`src/tmx_pkg.sv`:
```
// Shared types, constants and helper functions for the thruster mixer.
package tmx_pkg;

   // Field widths.
   localparam int OP_W    = 4;
   localparam int ARG_W   = 16;
   localparam int PCT_W   = 8;
   localparam int ABS_W   = 7;
   localparam int SPAN_W  = 10;
   localparam int TGT_W   = 12;
   localparam int MIX_W   = 16;
   localparam int NUM_TGT = 5;

   // Register map.
   localparam int ADDR_W   = 3;
   localparam int DATA_W   = 32;
   localparam logic REG_FORWARD_SPAN = 1'b0;
   localparam logic REG_REVERSE_SPAN = 1'b1;
   localparam logic [SPAN_W-1:0] SPAN_RESET = 10'd500;

   // Division by 100 is done as a multiply by a scaled reciprocal.
   // A percent is carried as pct * RECIP_100, so span * coef >> 24 is
   // floor(span * pct / 100) for every product below 2^17.
   localparam int COEF_W      = 25;
   localparam int PROD_W      = 36;
   localparam int RECIP_SHIFT = 24;
   localparam int STEP_W      = 11;
   localparam logic [COEF_W-1:0] RECIP_100 = 25'd167773;
   localparam logic [COEF_W-1:0] FULL_COEF = 25'd16777300;
   // 99 / 100 in the same scale, turns the floor into a ceiling.
   localparam logic [COEF_W-1:0] CEIL_BIAS = 25'd16609527;

   // Pulse limits in microseconds.
   localparam logic [TGT_W-1:0] NEUTRAL_US = 12'd1500;
   localparam logic [TGT_W-1:0] TARGET_MAX = 12'd4095;
   localparam logic signed [MIX_W-1:0] NEUTRAL_MIX = 16'sd1500;
   localparam logic signed [MIX_W-1:0] LEGACY_MIN  = 16'sd1000;
   localparam logic signed [MIX_W-1:0] LEGACY_MAX  = 16'sd2000;
   localparam logic signed [ARG_W-1:0] PCT_MIN     = -16'sd100;
   localparam logic signed [ARG_W-1:0] PCT_MAX     = 16'sd100;

   // Slots of the target array.
   localparam int TGT_PORT_FWD = 0;
   localparam int TGT_PORT_AFT = 1;
   localparam int TGT_VERT     = 2;
   localparam int TGT_STBD_FWD = 3;
   localparam int TGT_STBD_AFT = 4;

   // Command codes.
   typedef enum logic [OP_W-1:0] {
      OP_THROTTLE  = 4'd0,
      OP_YAW       = 4'd1,
      OP_STRAFE    = 4'd2,
      OP_LIFT      = 4'd3,
      OP_GO        = 4'd4,
      OP_PORT      = 4'd5,
      OP_VERTICAL  = 4'd6,
      OP_STARBOARD = 4'd7,
      OP_STOP      = 4'd8
   } tmx_op_type;

   // One command as held in the input register, with range checks done.
   typedef struct packed {
      logic [OP_W-1:0]          op;
      logic signed [ARG_W-1:0]  arg_a;
      logic signed [ARG_W-1:0]  arg_b;
      logic signed [ARG_W-1:0]  arg_c;
      logic                     pct_ok;
      logic [COEF_W-1:0]        pct_coef;
      logic                     a_pulse_ok;
      logic                     b_pulse_ok;
      logic                     c_pulse_ok;
   } tmx_item_type;

   // Span registers as seen by the mixer.
   typedef struct packed {
      logic [SPAN_W-1:0] fwd_span;
      logic [SPAN_W-1:0] rev_span;
   } tmx_cfg_type;

   // Clamp a mixed value into the target range.
   function automatic logic [TGT_W-1:0] sat_target(input logic signed [MIX_W-1:0] x);
      logic [TGT_W-1:0] res;
      if (x < 0) begin
         res = '0;
      end else if (x > $signed({4'b0, TARGET_MAX})) begin
         res = TARGET_MAX;
      end else begin
         res = x[TGT_W-1:0];
      end
      return res;
   endfunction

   // True for a legacy pulse width inside 1000..2000.
   function automatic logic pulse_ok(input logic signed [ARG_W-1:0] x);
      return (x >= LEGACY_MIN) && (x <= LEGACY_MAX);
   endfunction

endpackage

```
`src/tmx_if.sv`:
```
// Command and result channel interfaces of the thruster mixer.
interface tmx_req_if;
   logic                                valid;
   logic                                ready;
   logic [tmx_pkg::OP_W-1:0]            op;
   logic signed [tmx_pkg::ARG_W-1:0]    arg_a;
   logic signed [tmx_pkg::ARG_W-1:0]    arg_b;
   logic signed [tmx_pkg::ARG_W-1:0]    arg_c;

   modport source (output valid, op, arg_a, arg_b, arg_c, input ready);
   modport sink (input valid, op, arg_a, arg_b, arg_c, output ready);
   modport monitor (input valid, ready, op, arg_a, arg_b, arg_c);
endinterface

interface tmx_rsp_if;
   logic                        valid;
   logic                        ready;
   logic [tmx_pkg::TGT_W-1:0]   port_fwd_us;
   logic [tmx_pkg::TGT_W-1:0]   port_aft_us;
   logic [tmx_pkg::TGT_W-1:0]   vert_us;
   logic [tmx_pkg::TGT_W-1:0]   stbd_fwd_us;
   logic [tmx_pkg::TGT_W-1:0]   stbd_aft_us;
   logic                        motors_active;

   modport source (output valid, port_fwd_us, port_aft_us, vert_us, stbd_fwd_us,
                   stbd_aft_us, motors_active, input ready);
   modport sink (input valid, port_fwd_us, port_aft_us, vert_us, stbd_fwd_us,
                 stbd_aft_us, motors_active, output ready);
   modport monitor (input valid, ready, port_fwd_us, port_aft_us, vert_us,
                    stbd_fwd_us, stbd_aft_us, motors_active);
endinterface

```
`src/tmx_csr.sv`:
```
// APB register block holding the forward and reverse span registers.
module tmx_csr (
   input  logic                          clock,
   input  logic                          reset,
   input  logic                          psel,
   input  logic                          penable,
   input  logic                          pwrite,
   input  logic [tmx_pkg::ADDR_W-1:0]    paddr,
   input  logic [tmx_pkg::DATA_W-1:0]    pwdata,
   output logic [tmx_pkg::DATA_W-1:0]    prdata,
   output logic                          pready,
   output tmx_pkg::tmx_cfg_type          cfg
);

   logic [tmx_pkg::SPAN_W-1:0] fwd_span_ff;
   logic [tmx_pkg::SPAN_W-1:0] rev_span_ff;
   logic                       wr_en;
   logic                       reg_sel;

   assign pready  = 1'b1;
   assign wr_en   = psel && penable && pwrite;
   assign reg_sel = paddr[2];

   // Register writes land in the access phase; only the low ten bits are kept.
   always_ff @(posedge clock) begin
      if (reset) begin
         fwd_span_ff <= tmx_pkg::SPAN_RESET;
         rev_span_ff <= tmx_pkg::SPAN_RESET;
      end else if (wr_en) begin
         if (reg_sel == tmx_pkg::REG_FORWARD_SPAN) begin
            fwd_span_ff <= pwdata[tmx_pkg::SPAN_W-1:0];
         end else begin
            rev_span_ff <= pwdata[tmx_pkg::SPAN_W-1:0];
         end
      end
   end

   // Read-back mux.
   always_comb begin
      if (reg_sel == tmx_pkg::REG_FORWARD_SPAN) begin
         prdata = {{(tmx_pkg::DATA_W-tmx_pkg::SPAN_W){1'b0}}, fwd_span_ff};
      end else begin
         prdata = {{(tmx_pkg::DATA_W-tmx_pkg::SPAN_W){1'b0}}, rev_span_ff};
      end
   end

   assign cfg.fwd_span = fwd_span_ff;
   assign cfg.rev_span = rev_span_ff;

endmodule

```
`src/tmx_intake.sv`:
```
// Input register stage: range checks and percent scaling of each command.
module tmx_intake (
   input  logic                   clock,
   input  logic                   reset,
   tmx_req_if.sink                req,
   input  logic                   core_ready,
   output logic                   item_valid,
   output tmx_pkg::tmx_item_type  item
);

   logic                  in_valid_ff;
   logic                  in_valid_in;
   tmx_pkg::tmx_item_type in_item_ff;
   tmx_pkg::tmx_item_type in_item_in;
   logic                  accept;
   logic                  pct_ok;
   logic [tmx_pkg::ABS_W-1:0] pct_abs;

   // The stage takes a beat when empty or when its item moves on this cycle.
   assign req.ready = !reset && (!in_valid_ff || core_ready);
   assign accept    = req.valid && req.ready;

   // Percent check and magnitude scaled by the reciprocal of 100.
   always_comb begin
      pct_ok  = (req.arg_a >= tmx_pkg::PCT_MIN) && (req.arg_a <= tmx_pkg::PCT_MAX);
      pct_abs = req.arg_a[tmx_pkg::ARG_W-1] ? tmx_pkg::ABS_W'(-req.arg_a)
                                            : req.arg_a[tmx_pkg::ABS_W-1:0];
      in_item_in.op         = req.op;
      in_item_in.arg_a      = req.arg_a;
      in_item_in.arg_b      = req.arg_b;
      in_item_in.arg_c      = req.arg_c;
      in_item_in.pct_ok     = pct_ok;
      in_item_in.pct_coef   = pct_ok
         ? {{(tmx_pkg::COEF_W-tmx_pkg::ABS_W){1'b0}}, pct_abs} * tmx_pkg::RECIP_100
         : '0;
      in_item_in.a_pulse_ok = tmx_pkg::pulse_ok(req.arg_a);
      in_item_in.b_pulse_ok = tmx_pkg::pulse_ok(req.arg_b);
      in_item_in.c_pulse_ok = tmx_pkg::pulse_ok(req.arg_c);
   end

   assign in_valid_in = accept || (in_valid_ff && !core_ready);

   always_ff @(posedge clock) begin
      if (reset) begin
         in_valid_ff <= 1'b0;
      end else begin
         in_valid_ff <= in_valid_in;
      end
   end

   // Payload register, loaded on every accepted beat.
   always_ff @(posedge clock) begin
      if (accept) begin
         in_item_ff <= in_item_in;
      end
   end

   assign item_valid = in_valid_ff;
   assign item       = in_item_ff;

endmodule

```
`src/tmx_core.sv`:
```
// Mixer core: command state, thrust mixing and the result register.
module tmx_core (
   input  logic                   clock,
   input  logic                   reset,
   input  tmx_pkg::tmx_cfg_type   cfg,
   input  logic                   item_valid,
   input  tmx_pkg::tmx_item_type  item,
   output logic                   core_ready,
   tmx_rsp_if.source              rsp
);

   localparam int TOP = tmx_pkg::RECIP_SHIFT + tmx_pkg::STEP_W - 1;
   localparam int PAD_SPAN = tmx_pkg::PROD_W - tmx_pkg::SPAN_W;
   localparam int PAD_COEF = tmx_pkg::PROD_W - tmx_pkg::COEF_W;
   localparam int PAD_STEP = tmx_pkg::MIX_W - tmx_pkg::STEP_W;
   localparam logic signed [tmx_pkg::MIX_W-1:0] FWD_LIMIT = 16'sd2000;
   localparam logic signed [tmx_pkg::MIX_W-1:0] REV_LIMIT = 16'sd1000;

   // Stored command state; the targets double as the result register.
   logic signed [tmx_pkg::PCT_W-1:0] thr_pct_ff, yaw_pct_ff, str_pct_ff;
   logic signed [tmx_pkg::PCT_W-1:0] thr_pct_in, yaw_pct_in, str_pct_in;
   logic [tmx_pkg::COEF_W-1:0]       thr_coef_ff, yaw_coef_ff, str_coef_ff;
   logic [tmx_pkg::COEF_W-1:0]       thr_coef_in, yaw_coef_in, str_coef_in;
   logic [tmx_pkg::TGT_W-1:0]        tgt_ff [tmx_pkg::NUM_TGT];
   logic [tmx_pkg::TGT_W-1:0]        tgt_in [tmx_pkg::NUM_TGT];
   logic                             active_ff, active_in;
   logic                             rsp_valid_ff, rsp_valid_in;
   logic                             fire;

   // Mixing intermediates.
   logic                             set_thr, set_yaw, set_str;
   logic                             thr_neg;
   logic [tmx_pkg::SPAN_W-1:0]       span;
   logic [tmx_pkg::PROD_W-1:0]       p_prod, lim_prod, st_prod;
   logic [tmx_pkg::STEP_W-1:0]       p_step, limit, st_raw, st_mag;
   logic signed [tmx_pkg::MIX_W-1:0] p_us, turn, turn_mag16, off, off_raw, pf, sf, st;
   logic [tmx_pkg::ABS_W-1:0]        yaw_abs;
   logic [8:0]                       yaw_x5;
   logic [7:0]                       turn_mag;
   logic signed [tmx_pkg::COEF_W+1:0] k_coef;
   logic [tmx_pkg::COEF_W+1:0]       k_abs;
   logic signed [tmx_pkg::MIX_W-1:0] lift_us;

   assign core_ready = !rsp_valid_ff || rsp.ready;
   assign fire       = item_valid && core_ready;

   // Percent selection: a remix sees the percent this very command stores.
   always_comb begin
      set_thr = (item.op == tmx_pkg::OP_THROTTLE) && item.pct_ok;
      set_yaw = (item.op == tmx_pkg::OP_YAW) && item.pct_ok;
      set_str = (item.op == tmx_pkg::OP_STRAFE) && item.pct_ok;
      thr_pct_in  = set_thr ? item.arg_a[tmx_pkg::PCT_W-1:0] : thr_pct_ff;
      yaw_pct_in  = set_yaw ? item.arg_a[tmx_pkg::PCT_W-1:0] : yaw_pct_ff;
      str_pct_in  = set_str ? item.arg_a[tmx_pkg::PCT_W-1:0] : str_pct_ff;
      thr_coef_in = set_thr ? item.pct_coef : thr_coef_ff;
      yaw_coef_in = set_yaw ? item.pct_coef : yaw_coef_ff;
      str_coef_in = set_str ? item.pct_coef : str_coef_ff;
   end

   // Base pulse from throttle; a negative throttle rounds the step up.
   always_comb begin
      thr_neg = thr_pct_in[tmx_pkg::PCT_W-1];
      span    = thr_neg ? cfg.rev_span : cfg.fwd_span;
      p_prod  = {{PAD_SPAN{1'b0}}, span} * {{PAD_COEF{1'b0}}, thr_coef_in}
              + (thr_neg ? {{PAD_COEF{1'b0}}, tmx_pkg::CEIL_BIAS} : '0);
      p_step  = p_prod[TOP:tmx_pkg::RECIP_SHIFT];
      p_us    = thr_neg ? tmx_pkg::NEUTRAL_MIX - $signed({{PAD_STEP{1'b0}}, p_step})
                        : tmx_pkg::NEUTRAL_MIX + $signed({{PAD_STEP{1'b0}}, p_step});
   end

   // Yaw turn is 2.5 times the percent, truncated toward zero.
   always_comb begin
      yaw_abs    = yaw_pct_in[tmx_pkg::PCT_W-1] ? tmx_pkg::ABS_W'(-yaw_pct_in)
                                                : yaw_pct_in[tmx_pkg::ABS_W-1:0];
      yaw_x5     = {2'b0, yaw_abs} + {yaw_abs, 2'b0};
      turn_mag   = yaw_x5[8:1];
      turn_mag16 = $signed({8'b0, turn_mag});
      turn       = yaw_pct_in[tmx_pkg::PCT_W-1] ? -turn_mag16 : turn_mag16;
   end

   // Offset priority: shift both sides back inside the 1000..2000 window.
   always_comb begin
      if (!thr_neg) begin
         off_raw = turn_mag16 + p_us - FWD_LIMIT;
      end else begin
         off_raw = REV_LIMIT - p_us + turn_mag16;
      end
      off = (off_raw < 0) ? '0 : off_raw;
      if (!thr_neg) begin
         pf = p_us + turn - off;
         sf = p_us - turn - off;
      end else begin
         pf = p_us + turn + off;
         sf = p_us - turn + off;
      end
   end

   // Strafe, clamped to the authority left by throttle and yaw.
   always_comb begin
      k_coef = $signed({2'b0, tmx_pkg::FULL_COEF}) - $signed({2'b0, thr_coef_in})
             - $signed({2'b0, yaw_coef_in});
      k_abs  = (k_coef < 0) ? -k_coef : k_coef;
      lim_prod = {{PAD_SPAN{1'b0}}, cfg.rev_span}
               * {{PAD_COEF{1'b0}}, k_abs[tmx_pkg::COEF_W-1:0]};
      st_prod  = {{PAD_SPAN{1'b0}}, cfg.rev_span} * {{PAD_COEF{1'b0}}, str_coef_in};
      limit  = lim_prod[TOP:tmx_pkg::RECIP_SHIFT];
      st_raw = st_prod[TOP:tmx_pkg::RECIP_SHIFT];
      st_mag = (st_raw > limit) ? limit : st_raw;
      st     = str_pct_in[tmx_pkg::PCT_W-1] ? -$signed({{PAD_STEP{1'b0}}, st_mag})
                                            : $signed({{PAD_STEP{1'b0}}, st_mag});
   end

   // Lift maps the percent onto 1000..2000.
   assign lift_us = tmx_pkg::NEUTRAL_MIX + item.arg_a + (item.arg_a <<< 2);

   // Next targets by command.
   always_comb begin
      for (int i = 0; i < tmx_pkg::NUM_TGT; i++) begin
         tgt_in[i] = tgt_ff[i];
      end
      case (item.op)
         tmx_pkg::OP_THROTTLE, tmx_pkg::OP_YAW, tmx_pkg::OP_STRAFE: begin
            tgt_in[tmx_pkg::TGT_PORT_FWD] = tmx_pkg::sat_target(pf + st);
            tgt_in[tmx_pkg::TGT_PORT_AFT] = tmx_pkg::sat_target(pf - st);
            tgt_in[tmx_pkg::TGT_STBD_FWD] = tmx_pkg::sat_target(sf - st);
            tgt_in[tmx_pkg::TGT_STBD_AFT] = tmx_pkg::sat_target(sf + st);
         end
         tmx_pkg::OP_LIFT: begin
            if (item.pct_ok) begin
               tgt_in[tmx_pkg::TGT_VERT] = lift_us[tmx_pkg::TGT_W-1:0];
            end
         end
         tmx_pkg::OP_GO: begin
            if (item.a_pulse_ok && item.b_pulse_ok && item.c_pulse_ok) begin
               tgt_in[tmx_pkg::TGT_PORT_FWD] = item.arg_a[tmx_pkg::TGT_W-1:0];
               tgt_in[tmx_pkg::TGT_PORT_AFT] = item.arg_a[tmx_pkg::TGT_W-1:0];
               tgt_in[tmx_pkg::TGT_VERT]     = item.arg_b[tmx_pkg::TGT_W-1:0];
               tgt_in[tmx_pkg::TGT_STBD_FWD] = item.arg_c[tmx_pkg::TGT_W-1:0];
               tgt_in[tmx_pkg::TGT_STBD_AFT] = item.arg_c[tmx_pkg::TGT_W-1:0];
            end
         end
         tmx_pkg::OP_PORT: begin
            if (item.a_pulse_ok) begin
               tgt_in[tmx_pkg::TGT_PORT_FWD] = item.arg_a[tmx_pkg::TGT_W-1:0];
               tgt_in[tmx_pkg::TGT_PORT_AFT] = item.arg_a[tmx_pkg::TGT_W-1:0];
            end
         end
         tmx_pkg::OP_VERTICAL: begin
            if (item.a_pulse_ok) begin
               tgt_in[tmx_pkg::TGT_VERT] = item.arg_a[tmx_pkg::TGT_W-1:0];
            end
         end
         tmx_pkg::OP_STARBOARD: begin
            if (item.a_pulse_ok) begin
               tgt_in[tmx_pkg::TGT_STBD_FWD] = item.arg_a[tmx_pkg::TGT_W-1:0];
               tgt_in[tmx_pkg::TGT_STBD_AFT] = item.arg_a[tmx_pkg::TGT_W-1:0];
            end
         end
         tmx_pkg::OP_STOP: begin
            for (int i = 0; i < tmx_pkg::NUM_TGT; i++) begin
               tgt_in[i] = tmx_pkg::NEUTRAL_US;
            end
         end
         default: begin
         end
      endcase
   end

   // Any target away from neutral.
   always_comb begin
      active_in = 1'b0;
      for (int i = 0; i < tmx_pkg::NUM_TGT; i++) begin
         if (tgt_in[i] != tmx_pkg::NEUTRAL_US) begin
            active_in = 1'b1;
         end
      end
   end

   assign rsp_valid_in = fire || (rsp_valid_ff && !rsp.ready);

   // State and result register update once per fired command.
   always_ff @(posedge clock) begin
      if (reset) begin
         rsp_valid_ff <= 1'b0;
         active_ff    <= 1'b0;
         thr_pct_ff   <= '0;
         yaw_pct_ff   <= '0;
         str_pct_ff   <= '0;
         thr_coef_ff  <= '0;
         yaw_coef_ff  <= '0;
         str_coef_ff  <= '0;
         for (int i = 0; i < tmx_pkg::NUM_TGT; i++) begin
            tgt_ff[i] <= tmx_pkg::NEUTRAL_US;
         end
      end else begin
         rsp_valid_ff <= rsp_valid_in;
         if (fire) begin
            active_ff   <= active_in;
            thr_pct_ff  <= thr_pct_in;
            yaw_pct_ff  <= yaw_pct_in;
            str_pct_ff  <= str_pct_in;
            thr_coef_ff <= thr_coef_in;
            yaw_coef_ff <= yaw_coef_in;
            str_coef_ff <= str_coef_in;
            for (int i = 0; i < tmx_pkg::NUM_TGT; i++) begin
               tgt_ff[i] <= tgt_in[i];
            end
         end
      end
   end

   assign rsp.valid         = rsp_valid_ff;
   assign rsp.port_fwd_us   = tgt_ff[tmx_pkg::TGT_PORT_FWD];
   assign rsp.port_aft_us   = tgt_ff[tmx_pkg::TGT_PORT_AFT];
   assign rsp.vert_us       = tgt_ff[tmx_pkg::TGT_VERT];
   assign rsp.stbd_fwd_us   = tgt_ff[tmx_pkg::TGT_STBD_FWD];
   assign rsp.stbd_aft_us   = tgt_ff[tmx_pkg::TGT_STBD_AFT];
   assign rsp.motors_active = active_ff;

endmodule

```
`src/thruster_mix_throttle_yaw_strafe.sv`:
```
// Top level of the five-thruster mixer with throttle, yaw and strafe priority.
//
//   Channel   Direction  Handshake           Beat contents
//   req_bus   in         valid/ready         op, arg_a, arg_b, arg_c
//   rsp_bus   out        valid/ready         five pulse targets, motors_active
//   APB       in         psel/penable/pready forward_span at 0x0, reverse_span at 0x4
//
// One command is accepted per cycle while the result channel does not stall.
// It is held in the input register, then taken through the mixer into the target
// registers, from which its result is offered. Reset is synchronous and restores
// the spans to 500, the percents to zero and all targets to 1500. A stalled result
// holds the target registers, and the input register still takes one more beat.
module thruster_mix_throttle_yaw_strafe (
   input  logic                          clock,
   input  logic                          reset,
   tmx_req_if.sink                       req_bus,
   tmx_rsp_if.source                     rsp_bus,
   input  logic                          psel,
   input  logic                          penable,
   input  logic                          pwrite,
   input  logic [tmx_pkg::ADDR_W-1:0]    paddr,
   input  logic [tmx_pkg::DATA_W-1:0]    pwdata,
   output logic [tmx_pkg::DATA_W-1:0]    prdata,
   output logic                          pready
);

   tmx_pkg::tmx_cfg_type  cfg;
   tmx_pkg::tmx_item_type item;
   logic                  item_valid;
   logic                  core_ready;

   tmx_csr u_csr (
      .clock   (clock),
      .reset   (reset),
      .psel    (psel),
      .penable (penable),
      .pwrite  (pwrite),
      .paddr   (paddr),
      .pwdata  (pwdata),
      .prdata  (prdata),
      .pready  (pready),
      .cfg     (cfg)
   );

   tmx_intake u_intake (
      .clock      (clock),
      .reset      (reset),
      .req        (req_bus),
      .core_ready (core_ready),
      .item_valid (item_valid),
      .item       (item)
   );

   tmx_core u_core (
      .clock      (clock),
      .reset      (reset),
      .cfg        (cfg),
      .item_valid (item_valid),
      .item       (item),
      .core_ready (core_ready),
      .rsp        (rsp_bus)
   );

endmodule

```
`src/flat_wrapper.sv`:
```
// flat-port wrapper written by rule: the top's interface ports become plain ports
module thruster_mix_throttle_yaw_strafe_flat 
  (clock, reset, psel, penable, pwrite, paddr, pwdata, prdata, pready, req_bus_valid, req_bus_op, req_bus_arg_a, req_bus_arg_b, req_bus_arg_c, req_bus_ready, rsp_bus_valid, rsp_bus_port_fwd_us, rsp_bus_port_aft_us, rsp_bus_vert_us, rsp_bus_stbd_fwd_us, rsp_bus_stbd_aft_us, rsp_bus_motors_active, rsp_bus_ready);
  tmx_req_if req_bus_i ();
  tmx_rsp_if rsp_bus_i ();
  input  logic clock;
  input  logic reset;
  input  logic psel;
  input  logic penable;
  input  logic pwrite;
  input  logic [tmx_pkg::ADDR_W-1:0] paddr;
  input  logic [tmx_pkg::DATA_W-1:0] pwdata;
  output logic [tmx_pkg::DATA_W-1:0] prdata;
  output logic pready;
  input wire logic [$bits(req_bus_i.valid)-1:0] req_bus_valid;
  input wire logic [$bits(req_bus_i.op)-1:0] req_bus_op;
  input wire logic [$bits(req_bus_i.arg_a)-1:0] req_bus_arg_a;
  input wire logic [$bits(req_bus_i.arg_b)-1:0] req_bus_arg_b;
  input wire logic [$bits(req_bus_i.arg_c)-1:0] req_bus_arg_c;
  output wire logic [$bits(req_bus_i.ready)-1:0] req_bus_ready;
  output wire logic [$bits(rsp_bus_i.valid)-1:0] rsp_bus_valid;
  output wire logic [$bits(rsp_bus_i.port_fwd_us)-1:0] rsp_bus_port_fwd_us;
  output wire logic [$bits(rsp_bus_i.port_aft_us)-1:0] rsp_bus_port_aft_us;
  output wire logic [$bits(rsp_bus_i.vert_us)-1:0] rsp_bus_vert_us;
  output wire logic [$bits(rsp_bus_i.stbd_fwd_us)-1:0] rsp_bus_stbd_fwd_us;
  output wire logic [$bits(rsp_bus_i.stbd_aft_us)-1:0] rsp_bus_stbd_aft_us;
  output wire logic [$bits(rsp_bus_i.motors_active)-1:0] rsp_bus_motors_active;
  input wire logic [$bits(rsp_bus_i.ready)-1:0] rsp_bus_ready;
  assign req_bus_i.valid = req_bus_valid;
  assign req_bus_i.op = req_bus_op;
  assign req_bus_i.arg_a = req_bus_arg_a;
  assign req_bus_i.arg_b = req_bus_arg_b;
  assign req_bus_i.arg_c = req_bus_arg_c;
  assign req_bus_ready = req_bus_i.ready;
  assign rsp_bus_valid = rsp_bus_i.valid;
  assign rsp_bus_port_fwd_us = rsp_bus_i.port_fwd_us;
  assign rsp_bus_port_aft_us = rsp_bus_i.port_aft_us;
  assign rsp_bus_vert_us = rsp_bus_i.vert_us;
  assign rsp_bus_stbd_fwd_us = rsp_bus_i.stbd_fwd_us;
  assign rsp_bus_stbd_aft_us = rsp_bus_i.stbd_aft_us;
  assign rsp_bus_motors_active = rsp_bus_i.motors_active;
  assign rsp_bus_i.ready = rsp_bus_ready;
  thruster_mix_throttle_yaw_strafe u_core (.clock(clock), .reset(reset), .req_bus(req_bus_i), .rsp_bus(rsp_bus_i), .psel(psel), .penable(penable), .pwrite(pwrite), .paddr(paddr), .pwdata(pwdata), .prdata(prdata), .pready(pready));
endmodule
```
`config.mk`:
```
export PLATFORM = sky130hd
export DESIGN_NAME = thruster_mix_throttle_yaw_strafe_flat
export DESIGN_NICKNAME = d
export VERILOG_FILES = /design/src/tmx_pkg.sv /design/src/tmx_if.sv /design/src/tmx_csr.sv /design/src/tmx_intake.sv /design/src/tmx_core.sv /design/src/thruster_mix_throttle_yaw_strafe.sv /design/src/flat_wrapper.sv
export SDC_FILE = /design/constraint.sdc
export NUM_CORES = 2
export LEC_CHECK = 0
export ABC_AREA = 0
export ABC_CLOCK_PERIOD_IN_PS = 23100
export BUFFER_PORTS_ARGS = -buffer_cell sky130_fd_sc_hd__buf_2
export CORE_ASPECT_RATIO = 1.1
export CORE_MARGIN = 8
export CORE_UTILIZATION = 55
export DETAILED_ROUTE_END_ITERATION = 10
export GPL_ROUTABILITY_DRIVEN = 0
export PLACE_DENSITY = 0.72
export SYNTH_ARGS = -nofsm -noshare
export SYNTH_HDL_FRONTEND = slang
export SYNTH_SLANG_ARGS = --single-unit
```
`constraint.sdc`:
```
create_clock -name clock -period 23.1 [get_ports clock]
set_input_delay 1.155 -clock clock [delete_from_list [all_inputs] [get_ports clock]]
set_output_delay 1.155 -clock clock [all_outputs]
set_load 0.02 [all_outputs]
```
* Word-level counts from Yosys, hierarchy flattened
Memories as Yosys holds them, arrays and structs flattened. Index checks and enable logic that the tools add are counted.
Operators by class: add/sub/neg operators 27, multiply operators 4, divide/modulo/power cells 0, order comparisons 19, eq/ne operators 13, shift-type cells 0, multiplexer cells 51, bitwise logic cells 6, reduce and logical (&&, ||, !) cells 31
Operator list (number):
- one-hot mux 24 bit (4 select lines) | 2
- two-way mux 12 bit | 15
- two-way mux 16 bit | 7
- multiplier 10 x 25 -> 35 bit | 3
- two-way mux 25 bit | 4
- adder 16 bit | 5
- less-than comparator 16 x 1 -> 1 bit (second input constant) | 5
- subtractor 16 bit | 5
- two-way mux 24 bit | 3
- > comparator 16 x 13 -> 1 bit (second input constant) | 4
- two-way mux 60 bit | 1
- != test 12 x 11 -> 1 bit (second input constant) | 5
- >= comparator 16 x 11 -> 1 bit (second input constant) | 3
- less-or-equal comparator 16 x 12 -> 1 bit (second input constant) | 3
- one-hot mux 12 bit (4 select lines) | 1
- adder 35 x 24 -> 35 bit | 1
- less-than comparator 27 x 1 -> 1 bit (second input constant) | 1
- subtractor 26 x 26 -> 27 bit | 1
- subtractor 25 x 25 -> 26 bit (first input constant) | 1
- multiplier 7 x 18 -> 25 bit (second input constant) | 1
- negator 25 bit | 1
- two-way mux 8 bit | 3
- two-way mux 10 bit | 2
- adder 16 x 9 -> 16 bit | 1
- 29 further kinds | 73
Word-level totals: register bits 191, bits in latches 0, RAM bits 60, memory bits (read-only) 0, input port bits 94, output and inout bits 96, logic and storage cells 174, memories 1
Memories:
- u_core.u_core.tgt_ff | words 5, width 12, rd ports 5, clocked after Yosys merged registers in 0, wr ports 5, RTL line tmx_core.sv:24 | logic [tmx_pkg::TGT_W-1:0] tgt_ff [tmx_pkg::NUM_TGT];

* Logic depth before layout (Yosys ltp)
depth after elaboration 26, mapped depth 89, gate-level depth less buffers 82

* By module
A second synthesis with hierarchy kept.
Second synthesis, totals: cell total of the unflattened synthesis 5804, area total of the unflattened synthesis 48766.8 µm²
Modules (own cells, without submodules):
- tmx_core | instances 1, cells an instance 5276, area an instance 42553.3 µm², sequential area each 3543.4 µm²
- tmx_intake | instances 1, cells an instance 414, area an instance 5108.6 µm², sequential area each 2452.4 µm²
- tmx_csr | instances 1, cells an instance 114, area an instance 1104.8 µm², sequential area each 400.4 µm²

* Worst setup path before layout
Ideal clock, no wire load.
path kind flip-flop to flip-flop, from reg u_core.u_intake.in_item_ff, in the netlist u_core.u_intake.item[77], to reg u_core.u_core.active_ff, in the netlist u_core.u_core.rsp.motors_active, library setup time 140 ps, data arrival time 18679 ps, required time 22960 ps, path slack 4281 ps, stages on the path, launching flop included 76, buffers on the path 6, clock period less this slack 18819 ps, cell sequence edfxtp_1 -> or4b_1 -> buf_4 -> nor2_8 -> buf_1 -> clkbuf_1 -> clkbuf_1 -> mux2i_1 -> ha_1 -> ha_1 -> nor2b_1 -> o21ai_0 -> a21boi_0 -> o21ai_0 -> a21boi_0 -> nor2_1 -> or4_1 -> or3_1 -> [... 40 more ...] -> a21oi_1 -> o21ai_0 -> a21oi_1 -> o21ai_0 -> a21oi_1 -> o21bai_1 -> a21oi_1 -> o31a_1 -> o31ai_1 -> xnor2_1 -> xnor3_2 -> nand2_2 -> buf_6 -> o211ai_1 -> a22oi_1 -> or4_1 -> nor4_1 -> a41oi_1
On the way: word-level cells in the longest chain between the ends 26, elaborated cells between the ends (all ways) 90, those cells by class add/sub: 24; mul: 3; order compare: 11; eq/ne: 13; mux: 34; reduce/logical: 5
RTL lines:
- start, declared | RTL line tmx_intake.sv:13 | tmx_pkg::tmx_item_type in_item_ff;
- start signal, assigned | RTL line tmx_intake.sv:54 | in_item_ff <= in_item_in;
- zero test 4 bit | RTL line tmx_core.sv:49, tmx_core.sv:121
- logical AND 1 bit | RTL line tmx_core.sv:49 | set_thr = (item.op == tmx_pkg::OP_THROTTLE) && item.pct_ok;
- two-way mux 8 bit | RTL line tmx_core.sv:52 | thr_pct_in = set_thr ? item.arg_a[tmx_pkg::PCT_W-1:0] : thr_pct_ff;
- two-way mux 10 bit | RTL line tmx_core.sv:63 | span = thr_neg ? cfg.rev_span : cfg.fwd_span;
- multiplier 10 x 25 -> 35 bit | RTL line tmx_core.sv:64 | p_prod = {{PAD_SPAN{1'b0}}, span} * {{PAD_COEF{1'b0}}, thr_coef_in}
- adder 35 x 24 -> 35 bit | RTL line tmx_core.sv:65 | + (thr_neg ? {{PAD_COEF{1'b0}}, tmx_pkg::CEIL_BIAS} : '0);
- adder 11 x 11 -> 12 bit / subtractor 11 x 11 -> 12 bit (equally long branches) | RTL line tmx_core.sv:68, tmx_core.sv:67
- two-way mux 16 bit | RTL line tmx_core.sv:67 | p_us = thr_neg ? tmx_pkg::NEUTRAL_MIX - $signed({{PAD_STEP{1'b0}}, p_step})
- [... 7 more ...]
- adder 16 bit | RTL line tmx_core.sv:123 | tgt_in[tmx_pkg::TGT_PORT_FWD] = tmx_pkg::sat_target(pf + st);
- > comparator 16 x 13 -> 1 bit | RTL line tmx_pkg.sv:86 | end else if (x > $signed({4'b0, TARGET_MAX})) begin
- two-way mux 12 bit | RTL line tmx_pkg.sv:86
- two-way mux 12 bit | RTL line tmx_pkg.sv:84 | if (x < 0) begin
- one-hot mux 24 bit (4 select lines) | RTL line tmx_core.sv:121 | case (item.op)
- != test 12 x 11 -> 1 bit | RTL line tmx_core.sv:173 | if (tgt_in[i] != tmx_pkg::NEUTRAL_US) begin
- two-way mux 1 bit (4 in a row) | RTL line tmx_core.sv:173
- two-way mux 1 bit * | RTL line tmx_core.sv:173
- end signal, assigned | RTL line tmx_core.sv:198 | active_ff <= active_in;
- end, declared | RTL line tmx_core.sv:26 | logic active_ff, active_in;
Mark *: on every way between the ends. The rest lies on a longest branch, timed or not. A chain may end at the register's enable or synchronous reset.

* Worst setup path after layout
from reg u_core.u_intake.in_item_ff, in the netlist u_core.u_intake.item[28], to reg u_core.u_core.active_ff, in the netlist u_core.u_core.rsp.motors_active
On the way: word-level cells in the longest chain between the ends 25, elaborated cells between the ends (all ways) 81, those cells by class add/sub: 24; mul: 3; order compare: 11; eq/ne: 5; mux: 35; reduce/logical: 3
RTL lines (RTL line):
- logical AND 1 bit | tmx_core.sv:49
- two-way mux 8 bit | tmx_core.sv:52
- two-way mux 10 bit | tmx_core.sv:63
- multiplier 10 x 25 -> 35 bit | tmx_core.sv:64
- adder 35 x 24 -> 35 bit | tmx_core.sv:65
- adder 11 x 11 -> 12 bit / subtractor 11 x 11 -> 12 bit (equally long branches) | tmx_core.sv:68, tmx_core.sv:67
- two-way mux 16 bit | tmx_core.sv:67
- adder 9 x 16 -> 16 bit / subtractor 11 x 16 -> 16 bit (equally long branches) | tmx_core.sv:84, tmx_core.sv:86
- [... 6 more ...]
- adder 16 bit | tmx_core.sv:123
- > comparator 16 x 13 -> 1 bit | tmx_pkg.sv:86
- two-way mux 12 bit | tmx_pkg.sv:86
- two-way mux 12 bit | tmx_pkg.sv:84
- one-hot mux 24 bit (4 select lines) | tmx_core.sv:121
- != test 12 x 11 -> 1 bit | tmx_core.sv:173
- two-way mux 1 bit (4 in a row) | tmx_core.sv:173
- two-way mux 1 bit * | tmx_core.sv:173
Marks and branches as above.

==> impl_summary.txt <==
----------------------------------------------------
[Clock tree]
  Total CTS buffers ... 30
  Clock sink count ... 237
  CTS max path bufs ... 3
  CTS tree ... done
  Level count of the clock H-tree ... 1
  Clock tree root buffer cell ... clkbuf_16
  Clock slew at reported path FFs ... 0.07 ns
  Latest clock arrival within the worst-skew pair ... 0.60 ns

[Synth]
  Cell count after synthesis ... 5738
  Post-synthesis sequential element count ... 237
  Post-synth design cell area ... 0.04798 mm2
  Post-synth top flop ... edfxtp_1
  Share of synthesized flip-flops with an asynchronous set or reset ... 0
  Count of warnings emitted by yosys ... 0
  Syn Area/Cell ... 8.363 um2
  Share of synthesized area occupied by flip-flops and latches ... 0.1258
  Number of synthesized flops with an enable pin ... 129
  Synth unique cells ... 109

[Floorplan]
  Floorplan die area ... 0.09696 mm2
  Starting Density ... 0.5555
  Die Span X ... 297.6 um
  Std-Cell Core Area ... 0.08639 mm2
  Number of ports placed on the die boundary ... 190
  Die span in y ... 325.8 um
  Core Rows ... 113

[Drt]
  Via/cell ratio ... 5.958
  WL final ... 138400 um
  Drc violations ... 0
  Number of nets with antenna violations after routing ... 0
  Detailed-routing iteration count for the pre-antenna-repair pass ... 9
  Iteration-0 DRC Markers ... 3404
  Mean routed wirelength per cell ... 20.04 um
  Vias ... 41130

[Min path]
  Path class of the lowest-slack min-delay path ... register to register
  End point of the most critical hold path ... u_core.u_core.str_coef_ff[24]
  Depth of the worst hold-timing path ... 2
  Startpoint of the tightest hold check path ... u_core.u_core.str_coef_ff[24]

[Finish]
  Area growth syn-to-layout ... 5.460%
  Fin nets ... 6923
  Ratio of cells with drive above 1 in the final layout ... 0.06312

[Timing]
  Final-report hold violation count ... 0
  Share of the cycle needed by the critical path after routing ... 0.9325
  Number of pins with negative max-slew slack in the final report ... 0
  Final setup fails ... 0
  Min cycle time layout ... 21.54 ns
  Slew at the pin closest to its max-slew limit ... 1.392 ns
  Final worst clock skew ... 0.01903 ns
  Unrepaired setup endpoints after global routing ... no
  Fmax ... 0.04642 GHz
  Max-slew headroom at the worst pin ... 0.06509
  Final-layout setup total negative slack ... 0 ns
  Worst hold slack across all endpoints ... 0.4947 ns

[Placement]
  Detailed placement HPWL ... 109500 um
  Number of input and output port buffers inserted ... 142

[Critical path]
  Largest driver fanout on the critical path ... 61
  Critical path required time ... 23.57 ns
  CP peak stage delay ... 0.97 ns
  Worst path most repeated cell ... a21oi_1
  Logic depth of the worst register-to-register path ... 69
  R2R Setup Slk ... 1.56 ns
  Worst setup EP type ... register
  Critical path start-end classification ... register to register
  Worst Path Arrival ... 22.01 ns
  Nature of the critical path startpoint ... register
  End of the worst register-to-register path ... u_core.u_core.rsp.motors_active
  Launch point of the worst reg-to-reg path ... u_core.u_intake.item[28]
  Standard cell with the maximum stage delay on the critical path ... xor2_1

[Job]
  Max Cap Viol ... 0

[Global routing]
  Overall fraction of global-route tracks in use ... 0.2803
  Via count of the first global-routing pass ... 41580
  Initial antenna violation count ... 1
  First-pass GRT wire length ... 223000 um
  Global-route congestion overflow total ... 0
  Largest net degree at the start of global routing ... 99

[Status]
  Run status ... complete, no violations

----------------------------------------------------
[layout make-up]
class,count,area [um2]
timing repair buffer,201,1156
sequential,237,6043
clock inverter,19,177.7
fill,7745,35780
clock buffer,36,804.5
antenna,3,7.507
tap,1150,1439
inverter,769,2887
multi-input combinational,4489,38090
[metrics by stage]
stage                     std cells  cell area, um2  setup WS, ns    util
final                          6904           50600         1.559  0.5858
after global routing           6901           50600        0.1935  0.5857
after detailed placement       6846           49600         1.998  0.5742
after floorplan                5759           48060         4.281       -
after CTS                      6901           50580         1.920  0.5856
after global placement         6846           49600         2.186  0.5742
[cells in the mapped netlist, types with 25 or more instances]
cell type	instances	area, um2
xor2_1	65	569.3
a31oi_1	27	168.9
nor2_1	490	1839
nand3_1	49	245.2
clkbuf_1	220	825.8
edfxtp_1	129	3874
o211ai_1	27	202.7
buf_4	26	195.2
o21a_1	37	277.8
a211oi_1	81	608.1
and2_1	205	1282
a21o_1	67	503.0
o21ai_0	183	915.9
nand2b_1	73	456.7
nand2_1	716	2688
o21bai_1	87	653.1
inv_1	764	2868
nor2b_1	85	531.8
nor3_1	89	445.4
dfxtp_1	108	2162
fa_1	601	12030
o31ai_1	25	187.7
mux2_2	39	439.2
ha_1	500	6256
xnor2_1	204	1787
a21oi_1	334	1672
nand4_1	38	237.7
mux2i_1	84	840.8
[what timing repair did]
action	CTS	global route
setup buffers	0	0
setup endpoints to repair	0	1
hold endpoints to repair	0	0
hold buffers	0	0
resized for setup	0	1
[critical path: cells and delay by family (launching register included)]
family                   cells  cell delay (ns)
XOR/XNOR                     4             1.55
flip-flops                   1             0.74
adder cells (fa/ha/maj)     11             4.55
multiplexers                 3             1.38
AO/OA/AOI/OAI               30             7.63
buffers and inverters        5             1.03
AND/OR/NAND/NOR             16             4.46
[worst max-delay path by stage]
stage,start,end,slack [ns],cells past startpoint
after detailed placement,u_core.u_intake.item[28],u_core.u_core.rsp.motors_active,2.00,76
after global placement,u_core.u_intake.item[28],u_core.u_core.rsp.motors_active,2.19,76
after floorplan,u_core.u_intake.item[77],u_core.u_core.rsp.motors_active,4.28,75
after CTS,u_core.u_intake.item[28],u_core.u_core.rsp.motors_active,1.92,71
final,u_core.u_intake.item[28],u_core.u_core.rsp.motors_active,1.56,69
after global routing,u_core.u_intake.item[28],u_core.u_core.rsp.motors_active,0.19,76
[registers in the layout, summed over array words and instances (netlist names), 8 cells and up]
name                       cells
u_core.u_core.yaw_coef_ff     25
u_core.u_core.tgt_ff          60
u_core.u_core.str_coef_ff     25
u_core.u_intake.item          69
u_core.u_csr.fwd_span_ff      10
u_core.u_core.yaw_pct_ff       8
u_core.u_core.thr_coef_ff     25
u_core.u_csr.rev_span_ff      10
[cell families after synthesis]
logic type | share of synthesized area
xor gates and xnor gates | 0.05218
AOI/OAI and AO/OA | 0.1466
buffers and inverters | 0.08331
and+or+nand+nor | 0.1834
other | 0.0001565
muxes | 0.02725
adders and majority gates | 0.3813
DFF | 0.1258
[layer usage]
layer	routed length (um)	global-route usage	part of all wire
met1	56050	0.3657	0.41
met2	65660	0.4706	0.47
met3	10590	0.03682	0.077
met4	6078	0.1119	0.044
met5	0	0	0
[cells in the final DEF (no fill, tap or decap), drive strengths merged, types with 73 or more instances in the layout]
cell type / n
and2: 205
nor2: 491
nor3: 93
nand2: 717
edfxtp: 129
xnor2: 205
fa: 601
mux2i: 86
o21bai: 87
o21ai: 189
dfxtp: 108
nand2b: 73
a21oi: 334
nor2b: 85
inv: 769
a211oi: 83
ha: 500
buf: 201
Power is left out: the tool's default activity adds up to more than one toggle a clock period on the data nets, which glitch-free logic cannot reach.
